--- config.mk ---
export PLATFORM = sky130hd
export DESIGN_NAME = dtc_response_collector
export DESIGN_NICKNAME = d
export VERILOG_FILES = /design/src/dtc_pkg.sv /design/src/dtc_lane.sv /design/src/dtc_merge.sv /design/src/dtc_response_collector.sv
export VERILOG_INCLUDE_DIRS = /design/src /design/src/src
export SDC_FILE = /design/constraint.sdc
export NUM_CORES = 1
export LEC_CHECK = 0
export BUFFER_PORTS_ARGS = -buffer_cell sky130_fd_sc_hd__clkbuf_2
export CORE_MARGIN = 1
export CORE_UTILIZATION = 64
export DETAILED_ROUTE_END_ITERATION = 10
export PLACE_DENSITY = 0.85
export SYNTH_ARGS = -nofsm -noshare
export SYNTH_HDL_FRONTEND = slang
export SYNTH_SLANG_ARGS = --single-unit
--- constraint.sdc ---
create_clock -name i_clk -period 9 [get_ports i_clk]
set_clock_uncertainty 0.15 [all_clocks]
set_input_delay 0 -clock i_clk [delete_from_list [all_inputs] [get_ports i_clk]]
set_output_delay 0 -clock i_clk [all_outputs]
set_load 0.005 [all_outputs]
--- src/dtc_response_collector_assert.svh ---
// ----------------------------------------------------------------------------
// dtc_response_collector_assert.svh
// Assertion macros for the trouble code collector.
// ----------------------------------------------------------------------------
`ifndef DTC_RESPONSE_COLLECTOR_ASSERT_SVH
`define DTC_RESPONSE_COLLECTOR_ASSERT_SVH

`ifndef ASSERT_OFF
`define DTC_ASSERT_HOLD(lbl, clk, rstn, prop) \
    lbl: assert property (@(posedge clk) disable iff (!rstn) prop) \
        else $error("dtc_response_collector: invariant violated");
`define DTC_ASSERT_NEXT(lbl, clk, rstn, ante, cons) \
    lbl: assert property (@(posedge clk) disable iff (!rstn) ante |=> cons) \
        else $error("dtc_response_collector: sequence violated");
`else
`define DTC_ASSERT_HOLD(lbl, clk, rstn, prop)
`define DTC_ASSERT_NEXT(lbl, clk, rstn, ante, cons)
`endif

`endif

--- src/dtc_pkg.sv ---
// ----------------------------------------------------------------------------
// dtc_pkg
// Shared types and constants of the trouble code collector.
// ----------------------------------------------------------------------------
package dtc_pkg;

    localparam int          MAX_CODES_DEF  = 16;
    localparam int          NUM_LANES      = 3;

    localparam logic [10:0] ID_LOW         = 11'h7E8;
    localparam logic [10:0] ID_HIGH        = 11'h7EF;
    localparam logic [7:0]  SERVICE_OFFSET = 8'h40;
    localparam logic [7:0]  BYTE_INVALID   = 8'hFF;
    localparam logic [7:0]  MODE_RESET     = 8'h03;
    localparam logic [3:0]  MIN_LENGTH     = 4'd3;
    localparam logic [3:0]  MAX_PAYLOAD    = 4'd7;

    localparam logic        CMD_START      = 1'b0;
    localparam logic        CMD_FRAME      = 1'b1;

    typedef struct packed {
        logic        cmd;
        logic [10:0] frame_id;
        logic [3:0]  frame_length;
        logic [7:0]  byte0;
        logic [7:0]  byte1;
        logic [7:0]  byte2;
        logic [7:0]  byte3;
        logic [7:0]  byte4;
        logic [7:0]  byte5;
        logic [7:0]  byte6;
        logic [7:0]  byte7;
    } t_in;

    typedef struct packed {
        logic        frame_accepted;
        logic [1:0]  codes_added;
        logic [4:0]  total_codes;
        logic        list_full;
        logic [15:0] new_code_first;
        logic [15:0] new_code_second;
        logic [15:0] new_code_third;
    } t_out;

    // candidate still eligible after the store walk
    typedef struct packed {
        logic        cand;
        logic [15:0] code;
    } t_lane_stat;

    typedef struct packed {
        logic [1:0]  added;
        logic [15:0] code0;
        logic [15:0] code1;
        logic [15:0] code2;
    } t_merge;

endpackage

--- src/dtc_lane.sv ---
// ----------------------------------------------------------------------------
// dtc_lane
// One code pair: holds the candidate and flags a match against stored codes.
// ----------------------------------------------------------------------------
module dtc_lane (
    input  logic                  i_clk,
    input  logic                  i_load,
    input  logic                  i_ok,
    input  logic [15:0]           i_code,
    input  logic                  i_cmp_vld,
    input  logic [15:0]           i_cmp_data,
    output dtc_pkg::t_lane_stat   o_stat
);
    import dtc_pkg::*;

    logic        r_ok;
    logic        r_dup;
    logic [15:0] r_code;

    always_ff @(posedge i_clk) begin
        if (i_load) begin
            r_ok   <= i_ok;
            r_code <= i_code;
            r_dup  <= 1'b0;
        end else if (i_cmp_vld && (i_cmp_data == r_code)) begin
            r_dup <= 1'b1;
        end
    end

    assign o_stat.cand = r_ok && !r_dup;
    assign o_stat.code = r_code;

endmodule

--- src/dtc_merge.sv ---
// ----------------------------------------------------------------------------
// dtc_merge
// Combines lane results in pair order: in-frame duplicates and list capacity.
// ----------------------------------------------------------------------------
module dtc_merge #(
    parameter int MAX_CODES = dtc_pkg::MAX_CODES_DEF,
    parameter int CNT_W     = $clog2(MAX_CODES + 1)
) (
    input  logic [CNT_W-1:0]    i_count,
    input  dtc_pkg::t_lane_stat i_lane [dtc_pkg::NUM_LANES],
    output dtc_pkg::t_merge     o_merge
);
    import dtc_pkg::*;

    localparam int               SUM_W = CNT_W + 2;
    localparam logic [SUM_W-1:0] MAX_V = SUM_W'(MAX_CODES);

    logic [SUM_W-1:0] base;
    logic             take0;
    logic             take1;
    logic             take2;

    always_comb begin
        base  = SUM_W'(i_count);
        take0 = i_lane[0].cand && (base < MAX_V);
        take1 = i_lane[1].cand
                && !(take0 && (i_lane[1].code == i_lane[0].code))
                && ((base + SUM_W'(take0)) < MAX_V);
        take2 = i_lane[2].cand
                && !(take0 && (i_lane[2].code == i_lane[0].code))
                && !(take1 && (i_lane[2].code == i_lane[1].code))
                && ((base + SUM_W'(take0) + SUM_W'(take1)) < MAX_V);

        o_merge.added = 2'(take0) + 2'(take1) + 2'(take2);

        if (take0) begin
            o_merge.code0 = i_lane[0].code;
        end else if (take1) begin
            o_merge.code0 = i_lane[1].code;
        end else if (take2) begin
            o_merge.code0 = i_lane[2].code;
        end else begin
            o_merge.code0 = '0;
        end

        if (take0 && take1) begin
            o_merge.code1 = i_lane[1].code;
        end else if ((take0 ^ take1) && take2) begin
            o_merge.code1 = i_lane[2].code;
        end else begin
            o_merge.code1 = '0;
        end

        o_merge.code2 = (take0 && take1 && take2) ? i_lane[2].code : 16'h0000;
    end

endmodule

--- src/dtc_response_collector.sv ---
// Flow: a start command or a rejected frame goes from idle straight to the done
// state, which registers the result; an accepted frame scans the stored codes,
// merges the lane results and writes the added codes before done. A stalled
// result holds the done state. One item at a time: input is ready only in idle,
// so the next item waits; the one-port store walk and code writes set the pace.
// Reset (synchronous, active low): list empty, request_mode 3, no result.
// ----------------------------------------------------------------------------
// dtc_response_collector
// Collects trouble codes from diagnostic reply frames into a code list.
// ----------------------------------------------------------------------------
`include "dtc_response_collector_assert.svh"

module dtc_response_collector #(
    parameter int MAX_CODES = dtc_pkg::MAX_CODES_DEF
) (
    input  logic          i_clk,
    input  logic          i_rst_n,
    input  logic          i_in_valid,
    output logic          o_in_ready,
    input  dtc_pkg::t_in  i_in_data,
    output logic          o_out_valid,
    input  logic          i_out_ready,
    output dtc_pkg::t_out o_out_data,
    input  logic          i_cfg_we,
    input  logic [7:0]    i_cfg_wdata
);
    import dtc_pkg::*;

    localparam int CNT_W = $clog2(MAX_CODES + 1);
    localparam int IDX_W = (MAX_CODES > 1) ? $clog2(MAX_CODES) : 1;

    typedef enum logic [2:0] {
        ST_IDLE,
        ST_SCAN,
        ST_MERGE,
        ST_WRITE,
        ST_DONE
    } t_state;

    t_state           r_state;
    logic [7:0]       r_mode;
    logic [CNT_W-1:0] r_count;
    logic [CNT_W-1:0] r_idx;
    logic             r_rd_vld;
    logic [15:0]      r_rdata;
    logic             r_acc;
    logic [1:0]       r_added;
    logic [1:0]       r_wsel;
    logic [15:0]      r_new [NUM_LANES];
    logic             r_out_vld;
    t_out             r_out;

    logic [15:0]      mem [MAX_CODES];

    logic             in_xfer;
    logic             full;
    logic             frame_ok;
    logic [3:0]       payload;
    logic [15:0]      pair_code [NUM_LANES];
    logic             pair_ok [NUM_LANES];
    t_lane_stat       lane_stat [NUM_LANES];
    t_merge           merge;

    assign o_in_ready = (r_state == ST_IDLE);
    assign in_xfer    = i_in_valid && o_in_ready;
    assign full       = (r_count >= CNT_W'(MAX_CODES));
    assign payload    = i_in_data.byte0[3:0];

    always_comb begin
        frame_ok = (i_in_data.cmd == CMD_FRAME) && !full
                   && (i_in_data.frame_id >= ID_LOW) && (i_in_data.frame_id <= ID_HIGH)
                   && (i_in_data.frame_length >= MIN_LENGTH)
                   && (i_in_data.byte0[7:4] == 4'h0)
                   && (payload != 4'h0) && (payload <= MAX_PAYLOAD)
                   && (i_in_data.byte1 == 8'(SERVICE_OFFSET + r_mode));

        pair_code[0] = {i_in_data.byte2, i_in_data.byte3};
        pair_code[1] = {i_in_data.byte4, i_in_data.byte5};
        pair_code[2] = {i_in_data.byte6, i_in_data.byte7};

        for (int k = 0; k < NUM_LANES; k++) begin
            pair_ok[k] = frame_ok
                         && (payload >= 4'(2 + 2 * k))
                         && (i_in_data.frame_length > 4'(3 + 2 * k))
                         && (pair_code[k] != 16'h0000)
                         && (pair_code[k][15:8] != BYTE_INVALID)
                         && (pair_code[k][7:0] != BYTE_INVALID);
        end
    end

    for (genvar g = 0; g < NUM_LANES; g++) begin : g_lane
        dtc_lane u_lane (
            .i_clk      (i_clk),
            .i_load     (in_xfer),
            .i_ok       (pair_ok[g]),
            .i_code     (pair_code[g]),
            .i_cmp_vld  (r_rd_vld),
            .i_cmp_data (r_rdata),
            .o_stat     (lane_stat[g])
        );
    end

    dtc_merge #(
        .MAX_CODES (MAX_CODES),
        .CNT_W     (CNT_W)
    ) u_merge (
        .i_count (r_count),
        .i_lane  (lane_stat),
        .o_merge (merge)
    );

    // code store
    always_ff @(posedge i_clk) begin
        if (r_state == ST_WRITE && r_wsel != r_added) begin
            mem[r_count[IDX_W-1:0]] <= r_new[r_wsel];
        end
        if (r_state == ST_SCAN && r_idx < r_count) begin
            r_rdata <= mem[r_idx[IDX_W-1:0]];
        end
    end

    always_ff @(posedge i_clk) begin
        if (!i_rst_n) begin
            r_state   <= ST_IDLE;
            r_mode    <= MODE_RESET;
            r_count   <= '0;
            r_idx     <= '0;
            r_rd_vld  <= 1'b0;
            r_out_vld <= 1'b0;
        end else begin
            if (i_cfg_we) begin
                r_mode <= i_cfg_wdata;
            end
            if (r_out_vld && i_out_ready && (r_state != ST_DONE)) begin
                r_out_vld <= 1'b0;
            end

            unique case (r_state)
                ST_IDLE: begin
                    if (in_xfer) begin
                        r_acc    <= frame_ok;
                        r_added  <= 2'd0;
                        r_wsel   <= 2'd0;
                        r_idx    <= '0;
                        r_rd_vld <= 1'b0;
                        for (int k = 0; k < NUM_LANES; k++) begin
                            r_new[k] <= '0;
                        end
                        if (i_in_data.cmd == CMD_START) begin
                            r_count <= '0;
                        end
                        r_state <= frame_ok ? ST_SCAN : ST_DONE;
                    end
                end
                ST_SCAN: begin
                    if (r_idx < r_count) begin
                        r_rd_vld <= 1'b1;
                        r_idx    <= r_idx + 1'b1;
                    end else begin
                        r_rd_vld <= 1'b0;
                        if (!r_rd_vld) begin
                            r_state <= ST_MERGE;
                        end
                    end
                end
                ST_MERGE: begin
                    r_added  <= merge.added;
                    r_new[0] <= merge.code0;
                    r_new[1] <= merge.code1;
                    r_new[2] <= merge.code2;
                    r_state  <= ST_WRITE;
                end
                ST_WRITE: begin
                    if (r_wsel != r_added) begin
                        r_count <= r_count + 1'b1;
                        r_wsel  <= r_wsel + 1'b1;
                    end else begin
                        r_state <= ST_DONE;
                    end
                end
                ST_DONE: begin
                    if (!r_out_vld || i_out_ready) begin
                        r_out_vld             <= 1'b1;
                        r_out.frame_accepted  <= r_acc;
                        r_out.codes_added     <= r_added;
                        r_out.total_codes     <= 5'(r_count);
                        r_out.list_full       <= full;
                        r_out.new_code_first  <= r_new[0];
                        r_out.new_code_second <= r_new[1];
                        r_out.new_code_third  <= r_new[2];
                        r_state               <= ST_IDLE;
                    end
                end
                default: begin
                    r_state <= ST_IDLE;
                end
            endcase
        end
    end

    assign o_out_valid = r_out_vld;
    assign o_out_data  = r_out;

    `DTC_ASSERT_HOLD(a_count_bound, i_clk, i_rst_n, r_count <= CNT_W'(MAX_CODES))
    `DTC_ASSERT_HOLD(a_reject_adds_none, i_clk, i_rst_n,
        (o_out_valid && !o_out_data.frame_accepted) |-> (o_out_data.codes_added == 2'd0))
    `DTC_ASSERT_NEXT(a_start_clears, i_clk, i_rst_n,
        (in_xfer && (i_in_data.cmd == CMD_START)), (r_count == '0))
    `DTC_ASSERT_NEXT(a_write_grows, i_clk, i_rst_n,
        ((r_state == ST_WRITE) && (r_wsel != r_added)), (r_count == $past(r_count) + 1'b1))

endmodule

==> results of run 1 <==
-- cell usage in the layout, fill, tap and decap left out, drive strengths merged, types with 28 or more instances in the layout --
cell type    netlist  routed
mux4              80      80
buf               28      34
dlygate4sd3        0      80
dfxtp             28      28
nand4             33      33
nand2             33      33
xnor2             90      90
nand3             28      28
nor2              42      42
a21oi             37      37
clkbuf            47     204
edfxtp           433     433
o21ai             41      41
-- how the worst max path moves through the flow --
| stage | startpoint | end | slack, ns |
|---|---|---|---|
| floorplan | r_state[2] | r_new[0][0] | 3.92 |
| global placement | r_count[4] | r_new[2][15] | 4.07 |
| detailed placement | r_count[4] | r_new[2][8] | 3.90 |
| CTS | r_count[4] | r_new[2][8] | 3.84 |
| global route | r_count[4] | r_new[2][8] | 3.34 |
| finish | r_count[4] | r_new[2][0] | 3.78 |
-- per-layer routing --
metal / GRT usage / vias to the layer above
met1: 0.410 / 5777
li1: - / 4847
met3: 0.0513 / 206
met2: 0.593 / 787
met4: 0.189 / 2
met5: 0 / -
-- cells by family (layout without fill, tap and decap cells) --
kind of cell | after synthesis | after routing | synth area share
adders and majority gates | 13 | 13 | 0.00890
DFF | 461 | 461 | 0.709
xor gates and xnor gates | 112 | 112 | 0.0513
muxes | 109 | 109 | 0.110
buffers and inverters | 92 | 359 | 0.0209
AOI/OAI and AO/OA | 124 | 124 | 0.0408
and+or+nand+nor | 211 | 211 | 0.0594
-- power by group --
| part | total, mW | internal [mW] | switching (mW) |
|---|---|---|---|
| Sequential | 2.45 | 2.39 | 0.0558 |
| Combinational | 0.285 | 0.131 | 0.154 |
| Clock | 1.83 | 1.03 | 0.799 |
-- synthesized netlist by cell type (2+ instances only) --
library cell / instances / area [µm²]
a211o_1: 2 / 17.5
a211oi_1: 2 / 15.0
a21o_1: 4 / 30.0
a21oi_1: 37 / 185
a22o_1: 16 / 140
a31oi_1: 9 / 56.3
and2_1: 18 / 113
and3_1: 12 / 75.1
and4_1: 2 / 17.5
buf_1: 7 / 26.3
buf_2: 17 / 85.1
buf_6: 4 / 45.0
clkbuf_1: 44 / 165
clkbuf_2: 3 / 15.0
dfxtp_1: 28 / 561
edfxtp_1: 433 / 13000
ha_1: 12 / 150
inv_1: 16 / 60.1
mux2_2: 2 / 22.5
mux2i_1: 27 / 270
mux4_2: 80 / 1800
nand2_1: 33 / 124
nand2b_1: 2 / 12.5
nand3_1: 28 / 140
nand3b_1: 4 / 30.0
nand4_1: 33 / 206
nor2_1: 42 / 158
nor3_1: 6 / 30.0
nor4_1: 22 / 138
nor4_2: 2 / 25.0
o211ai_1: 2 / 15.0
o21ai_0: 39 / 195
o22ai_1: 2 / 12.5
or3_1: 2 / 12.5
xnor2_1: 90 / 788
xor2_1: 22 / 193
-- per-stage QoR --
| step | instance area [µm²] | worst slack, ns | hold slack [ns] | std cells | util |
|---|---|---|---|---|---|
| after CTS | 22500 | 3.84 | 0.0442 | 1773 | 0.775 |
| final | 22500 | 3.78 | 0.0498 | 1773 | 0.775 |
| after global placement | 20300 | 4.07 | 0.0595 | 1613 | 0.700 |
| after floorplan | 19100 | 3.92 | -0.0511 | 1122 | - |
| after global routing | 22500 | 3.34 | 0.0365 | 1773 | 0.775 |
| after detailed placement | 20300 | 3.90 | 0.0602 | 1613 | 0.700 |
-- final cells by class --
| type | count | area, µm² | area share |
|---|---|---|---|
| timing repair buffer | 262 | 1800 | 0.0799 |
| clock inverter | 24 | 245 | 0.0109 |
| sequential | 461 | 13600 | 0.603 |
| multi-input combinational | 569 | 5190 | 0.231 |
| inverter | 17 | 63.8 | 0.00284 |
| tap | 384 | 480 | 0.0214 |
| clock buffer | 56 | 1160 | 0.0514 |
-- flip-flops by register name, summed over array words and instances (netlist names), 5 cells and up, named ones only --
name,flops
o_out_data,57
g_lane.u_lane.r_code,48
r_rdata,16
r_count,5
mem,256
r_mode,8
r_idx,5
r_new,48
-- worst max-delay path, cell delays in order, from the launching register on --
cell	delay [ns]
dfxtp_1	0.47
nor2_1	0.09
nand2_1	0.35
inv_1	0.09
buf_4	0.25
ha_1	0.27
ha_1	0.25
a31oi_1	0.20
a31o_1	0.16
and3b_1	0.61
o21ai_4	0.32
inv_1	0.26
ha_1	0.25
and2_1	0.57
nor2b_2	0.57
and2_1	0.21
-- timing repair --
item                                    4_1_cts  5_1_grt
hold buffers                                 80        0
endpoints found under the setup margin        0        0
buffers inserted                              0        0
endpoints found under the hold margin        83        0
==> run_results.csv, run 1 <==
group,metric,value,unit
grt,antenna_found_initial,2,
drt,postRouteAntennaNets,0,
critical_path,crit_fanout,23,
grt,grt_pass1_vias,11900,
run,maxCapViolations,0,
clocking,cts_buffers,44,
timing,rsz0062_at_grt,"false",
drt,drt_iter0_drc,1582,
place,io_buffers,148,
logic_synthesis,synth_area,0.0191,mm²
drt,wl_per_cell,28.5,µm
final_layout,nFillCells,1545,
drt,vias,11600,
power,pwr_density_cell,203,mW/mm²
logic_synthesis,synth_edf_count,433,
critical_path,end_kind,"flop",
critical_path,worstRegToRegCells,15,
final_layout,antenna_cells,0,
critical_path,critPathLaunchType,"flop",
floorplanning,core_area,0.0290,mm²
grt,grt_overflow,0,
clocking,htreeDepth,2,
critical_path,criticalPathCategory,"flop to flop",
drt,top_layer_used,"met5",
critical_path,rr_startpoint,"r_count[4]",
critical_path,r2r_slack,3.78,ns
place,dpl.hpwl,30.2,mm
final_layout,fin_nets,1461,
grt,grt_use_total,0.341,
floorplanning,rows,62,
timing,fin_crit,5.22,ns
grt,grt_pass1_wl,74.1,mm
final_layout,area_growth,17.6,%
place,gp_routability_congestion,0.965,
floorplanning,floorplan.initialDensity,0.659,
timing,period_share,0.580,
logic_synthesis,synthFlopType,"edfxtp_1",
final_layout,layout-drive-gt1-share,0.243,
timing,drv_slew,0,
timing,slew_headroom,0.102,
logic_synthesis,ys_types,54,
drt,first_pass_iters,5,
floorplanning,die_w,175,µm
floorplanning,io_pins,152,
logic_synthesis,synth-warning-count,0,
drt,routed_wl,50.5,mm
logic_synthesis,syn_avg_cell_area,17.0,µm²
power,ir_drop,0.177,mV
power,power,4.56,mW
timing,setup-violations-final,0,
logic_synthesis,synth-seq-area-share,0.709,
drt,vias_per_cell,6.55,
status,run_status,"completed",
min_path,hold_class,"primary input to flop",
logic_synthesis,syn-num-nets,1228,
timing,max_freq,191,MHz
critical_path,cp.required,9.26,ns
clocking,cts.sinks,461,
clocking,insertion_delay,0.56,ns
logic_synthesis,netlist_instances,1122,
timing,setup_tns,0,ns
clocking,clk_pin_slew,0.07,ns
critical_path,arrival,5.49,ns
clocking,cts-resized-gates,0,
drt,drc_errors,0,
timing,tightest_slew,1.34,ns
grt,grt_start_max_net_pins,69,
clocking,cts_buffer_depth,3,
clocking,cts_tree,"yes",
logic_synthesis,ys_ff_latch,461,
min_path,hold_path_startpoint,"i_in_data[42]",
min_path,hold_path_depth,2,
timing,finalHoldViolCount,0,
logic_synthesis,async_reset_ff_frac,0,
clocking,cts_root_buffer,"clkbuf_16",
power,p_leak,7.57,nW
min_path,hold_path_end,"g_lane[0].u_lane.r_code[10]",
floorplanning,die_h,175,µm
drt,dr_wl_met3,4.30,mm
critical_path,rr_endpoint,"r_new[2][0]",
drt,wl_met2,25.9,mm
drt,wirelength_met1,17.4,mm
floorplanning,dieArea,0.0306,mm²
No activity file was read; power rests on OpenSTA's default activity.
==> run 2, diff against run 1 <==
Settings changed: CORE_UTILIZATION 64 to 54, PLACE_DENSITY 0.85 to 0.77.
Clock period 9 ns to 4.4 ns, I/O delays scaled along.
==> run_results.csv, run 2 (same netlist as run 1, synthesis figures left out) <==
group,metric,value,unit
final_layout,fin_area,0.0227,mm²
timing,fin_crit,4.05,ns
timing,period_share,0.920,
clocking,cts_root_buffer,"clkbuf_16",
place,gp_routability_congestion,0.987,
place,dpl.hpwl,30.9,mm
critical_path,cp.required,4.68,ns
power,switching_power,2.09,mW
clocking,clk_pin_slew,0.06,ns
place,placed_area,0.0204,mm²
grt,grt_overflow,0,
grt,antenna_found_initial,1,
power,ir_drop,0.335,mV
critical_path,crit_fanout,18,
run,maxCapViolations,0,
final_layout,final_cell_mix,"edfxtp_1 (433), clkbuf_2 (148), xnor2_1 (90), mux4_2 (80), dlygate4sd3_1 (79)",
drt,postRouteAntennaNets,0,
floorplanning,dieArea,0.0362,mm²
min_path,hold_path_depth,7,
clocking,insertion_delay,0.57,ns
drt,drt_iter0_drc,1203,
drt,top_layer_used,"met4",
timing,setup-violations-final,0,
drt,first_pass_iters,5,
clocking,cts.sinks,461,
critical_path,worstRegToRegCells,15,
power,internal_power,7.30,mW
critical_path,critPathLaunchType,"flop",
grt,grt_pass1_wl,70.8,mm
floorplanning,rows,68,
grt,grt_use_total,0.271,
clocking,cts_tree,"yes",
drt,vias,11300,
drt,routed_wl,48.2,mm
power,swShare,0.222,
clocking,cts_buffer_depth,3,
final_layout,largest_reg_flops,256,
drt,dr_wl_met3,3.63,mm
power,pwr_density_cell,414,mW/mm²
grt,grt_start_max_net_pins,56,
power,p_leak,7.62,nW
place,io_buffers,148,
drt,vias_per_cell,6.09,
status,run_status,"completed",
drt,drc_errors,0,
timing,drv_slew,0,
final_layout,multi_input_area,0.00519,mm²
timing,rsz0062_at_grt,"false",
timing,max_freq,247,MHz
floorplanning,die_w,190,µm
drt,wl_per_cell,26.0,µm
final_layout,layout-drive-gt1-share,0.250,
final_layout,area_growth,18.6,%
timing,slew_headroom,0.172,
min_path,hold_class,"primary input to flop",
critical_path,arrival,4.33,ns
floorplanning,die_h,190,µm
clocking,cts_buffers,46,
drt,wirelength_met1,18.2,mm
timing,tightest_slew,1.24,ns
power,power,9.38,mW
power,power_frac_seq,0.535,
timing,setup_tns,0,ns
floorplanning,floorplan.initialDensity,0.551,
timing,finalHoldViolCount,0,
grt,grt_pass1_vias,11400,
floorplanning,core_area,0.0347,mm²
final_layout,fin_nets,1467,
critical_path,end_kind,"flop",
clocking,htreeDepth,2,
final_layout,final_common_cell,"edfxtp_1",
final_layout,nFillCells,2351,
power,p_comb_frac,0.061,
floorplanning,io_pins,152,
power,power_frac_clock,0.404,
drt,wl_met2,24.4,mm
critical_path,criticalPathCategory,"flop to flop",
final_layout,regArea,0.0136,mm²
## run 2: layout make-up
| type | count | share of cell area |
|---|---|---|
| Multi-Input combinational cell | 569 | 0.229 |
| Timing Repair Buffer | 266 | 0.0809 |
| Antenna cell | 1 | 0.000110 |
| Clock inverter | 28 | 0.0115 |
| Clock buffer | 58 | 0.0527 |
| Sequential cell | 461 | 0.598 |
| Tap cell | 455 | 0.0251 |
| Inverter | 17 | 0.00281 |
## run 2: routing by layer
layer | up-vias | global-route usage
met1 | 5674 | 0.348
met3 | 132 | 0.0352
li1 | 4881 | -
met5 | - | 0
met2 | 608 | 0.467
met4 | 0 | 0.112
## run 2: timing repair
action                                  in CTS  in global routing
buffers inserted                             0                  1
endpoints found under the setup margin       0                 32
hold endpoints to repair                    92                  0
hold buffers                                79                  0
gates resized for setup                      0                  1
## run 2: critical path, cell delays in order, from the launching register on
cell and delay [ns]:
dfxtp_1 0.50, nor2_1 0.07, nand2_1 0.38, inv_1 0.12
ha_1 0.25, ha_1 0.25, a31oi_1 0.18, a31o_1 0.19
and3b_1 0.27, o21ai_4 0.18, inv_1 0.19, ha_1 0.25
and2_1 0.14, buf_4 0.23, nor2b_4 0.39, and2_1 0.19
## run 2: worst paths after layout
check / from / to / slack, ns
min reg2reg: r_acc / o_out_data[56] / 0.27
max: r_count[4] / r_new[2][12] / 0.35
min: i_in_data[62] / r_state[2] / 0.04
max reg2reg: r_count[4] / r_new[2][12] / 0.35
## run 2: power groups by stage
stage          Clock, mW  Combinational, mW  Sequential, mW
6_report            3.79              0.571            5.02
5_1_grt             4.00              0.605            5.03
4_1_cts             3.83              0.560            5.02
3_5_place_dp           0              0.502            5.11
3_3_place_gp           0              0.490            5.11
2_1_floorplan          0              0.357            5.03
## run 2: per-stage QoR
| step | worst slack (ns) | std cells | util | hold WS [ns] |
|---|---|---|---|---|
| after CTS | 0.218 | 1853 | 0.653 | 0.0268 |
| after global routing | 0.0814 | 1855 | 0.654 | 0.0662 |
| after global placement | 0.379 | 1688 | 0.588 | 0.0626 |
| after floorplan | 0.377 | 1122 | - | -0.0511 |
| final | 0.350 | 1855 | 0.654 | 0.0443 |
| after detailed placement | 0.239 | 1688 | 0.588 | 0.0614 |
==> run 3, diff against run 2 <==
Settings changed: CORE_MARGIN 1 to 2.
==> run_results.csv, run 3 (same netlist as run 1, synthesis figures left out) <==
group,metric,value,unit
status,run_status,"completed",
drt,drt_iter0_drc,1222,
drt,first_pass_iters,6,
floorplanning,core_area,0.0347,mm²
floorplanning,die_h,192,µm
final_layout,largest_reg_flops,256,
clocking,htreeDepth,2,
min_path,hold_class,"primary input to flop",
critical_path,r2r_slack,0.39,ns
place,io_buffers,148,
final_layout,final_cell_mix,"edfxtp_1 (433), clkbuf_2 (148), xnor2_1 (90), mux4_2 (80), dlygate4sd3_1 (79)",
min_path,hold_path_startpoint,"i_in_data[7]",
floorplanning,floorplan.initialDensity,0.551,
run,maxCapViolations,0,
place,gp_routability_congestion,0.981,
place,dp_slack,0.335,ns
critical_path,critPathMaxStageDelay,0.53,ns
floorplanning,rows,68,
drt,wl_per_cell,26.0,µm
critical_path,cp.required,4.67,ns
clocking,cts_root_buffer,"clkbuf_16",
drt,routed_wl,48.1,mm
final_layout,fin_area,0.0226,mm²
critical_path,critPathLaunchType,"flop",
critical_path,worstRegToRegCells,14,
timing,setup-violations-final,0,
critical_path,criticalPathCategory,"flop to flop",
clocking,cts-resized-gates,0,
clocking,clk_pin_slew,0.06,ns
critical_path,crit_fanout,18,
place,placed_area,0.0204,mm²
critical_path,cp_common_cell,"ha_1",
drt,drc_errors,0,
grt,grt_use_total,0.267,
critical_path,arrival,4.27,ns
final_layout,area_growth,18.0,%
timing,finalHoldViolCount,0,
timing,max_freq,250,MHz
clocking,cts_tree,"yes",
drt,vias,11300,
timing,period_share,0.911,
clocking,cts.sinks,461,
clocking,cts_buffer_depth,3,
timing,rsz0062_at_grt,"false",
final_layout,fin_nets,1467,
timing,fin_crit,4.01,ns
critical_path,rr_startpoint,"r_count[4]",
timing,layout_setup_ws,0.393,ns
power,ir_drop,0.309,mV
critical_path,path_cells,"nor2_1 > nand2_1 > inv_1 > ha_1 > ha_1 > a31oi_1 > a31o_1 > and3b_1 > o21ai_4 > inv_1 > ha_1 > and2_1 > nor2b_2 > and2_1",
power,pwr_density_cell,404,mW/mm²
floorplanning,dieArea,0.0369,mm²
final_layout,layout-drive-gt1-share,0.243,
grt,grt_start_max_net_pins,68,
critical_path,cp_slowest_cell,"nor2b_2",
min_path,hold_path_depth,2,
grt,grt_pass1_wl,70.9,mm
final_layout,utilization,0.650,
place,dpl.hpwl,30.8,mm
power,p_leak,7.56,nW
timing,tightest_slew,1.22,ns
grt,grt_overflow,0,
clocking,insertion_delay,0.57,ns
drt,postRouteAntennaNets,0,
timing,drv_slew,0,
timing,slew_headroom,0.187,
critical_path,rr_endpoint,"r_new[2][9]",
clocking,cts_buffers,45,
floorplanning,die_w,192,µm
grt,antenna_found_initial,2,
critical_path,end_kind,"flop",
min_path,hold_path_end,"g_lane[2].u_lane.r_code[7]",
drt,vias_per_cell,6.09,
grt,grt_pass1_vias,11400,
timing,setup_tns,0,ns
timing,holdWs,0.0444,ns
floorplanning,io_pins,152,
final_layout,final_common_cell,"edfxtp_1",
run 3: cell count changes in the layout (fill, tap and decap cells not counted), sizes merged:
| cell | change |
|---|---|
| bufinv | -2 |
| clkinvlp | -3 |
| clkinv | -2 |
| buf | +1 |
| clkbuf | +1 |
| inv | -1 |
run 3: worst max-delay path by stage:
stage                    start      endpoint  slack (ns)  cells after the start
finish              r_count[4]   r_new[2][9]        0.39                     14
global route        r_count[4]   r_new[2][8]        0.07                     14
CTS                 r_count[4]   r_new[1][9]        0.28                     14
detailed placement  r_count[4]   r_new[1][9]        0.34                     14
global placement    r_count[4]  r_new[1][10]        0.50                     14
floorplan           r_count[4]  r_new[2][10]        0.38                     19
run 3: worst max-delay path, delay by kind of cell, from the launching register on:
kind                     cells  cell delay, ns
adder cells (fa/ha/maj)      3            0.72
AO/OA/AOI/OAI                3            0.57
AND/OR/NAND/NOR              6            1.62
buffers and inverters        2            0.31
flip-flops                   1            0.46
run 3: per-layer routing:
metal,wire [µm],global-route usage,share of wire,vias up
met4,2420,0.124,0.050,0
met5,0,0,0,-
met3,3630,0.0364,0.075,138
met1,17800,0.339,0.37,5656
met2,24300,0.458,0.50,587
li1,-,-,-,4885
run 3: timing repair:
action                                  CTS  global route
endpoints found under the setup margin    0            16
setup buffers                             0             1
hold endpoints to repair                 92             0
hold buffers                             79             0
run 3: metrics by stage:
step	std cells	total power, mW
floorplan	1122	5.38
global placement	1689	5.60
detailed placement	1689	5.61
CTS	1847	9.16
global route	1849	9.37
finish	1849	9.12
run 3: where the power goes:
group / internal [mW] / switching, mW
combinational: 0.272 / 0.304
sequential: 4.90 / 0.118
clock: 1.95 / 1.59
total: 7.11 / 2.01
run 3: cell type report:
cell class              count  area (µm²)
flip-flops and latches    461       13600
fillers                  2333       12100
multi-input cells         569        5190
repair buffers            267        1860
clock buffers              59        1180
well taps                 455         569
clock inverters            20         143
inverters                  17        63.8
diodes                      1        2.50
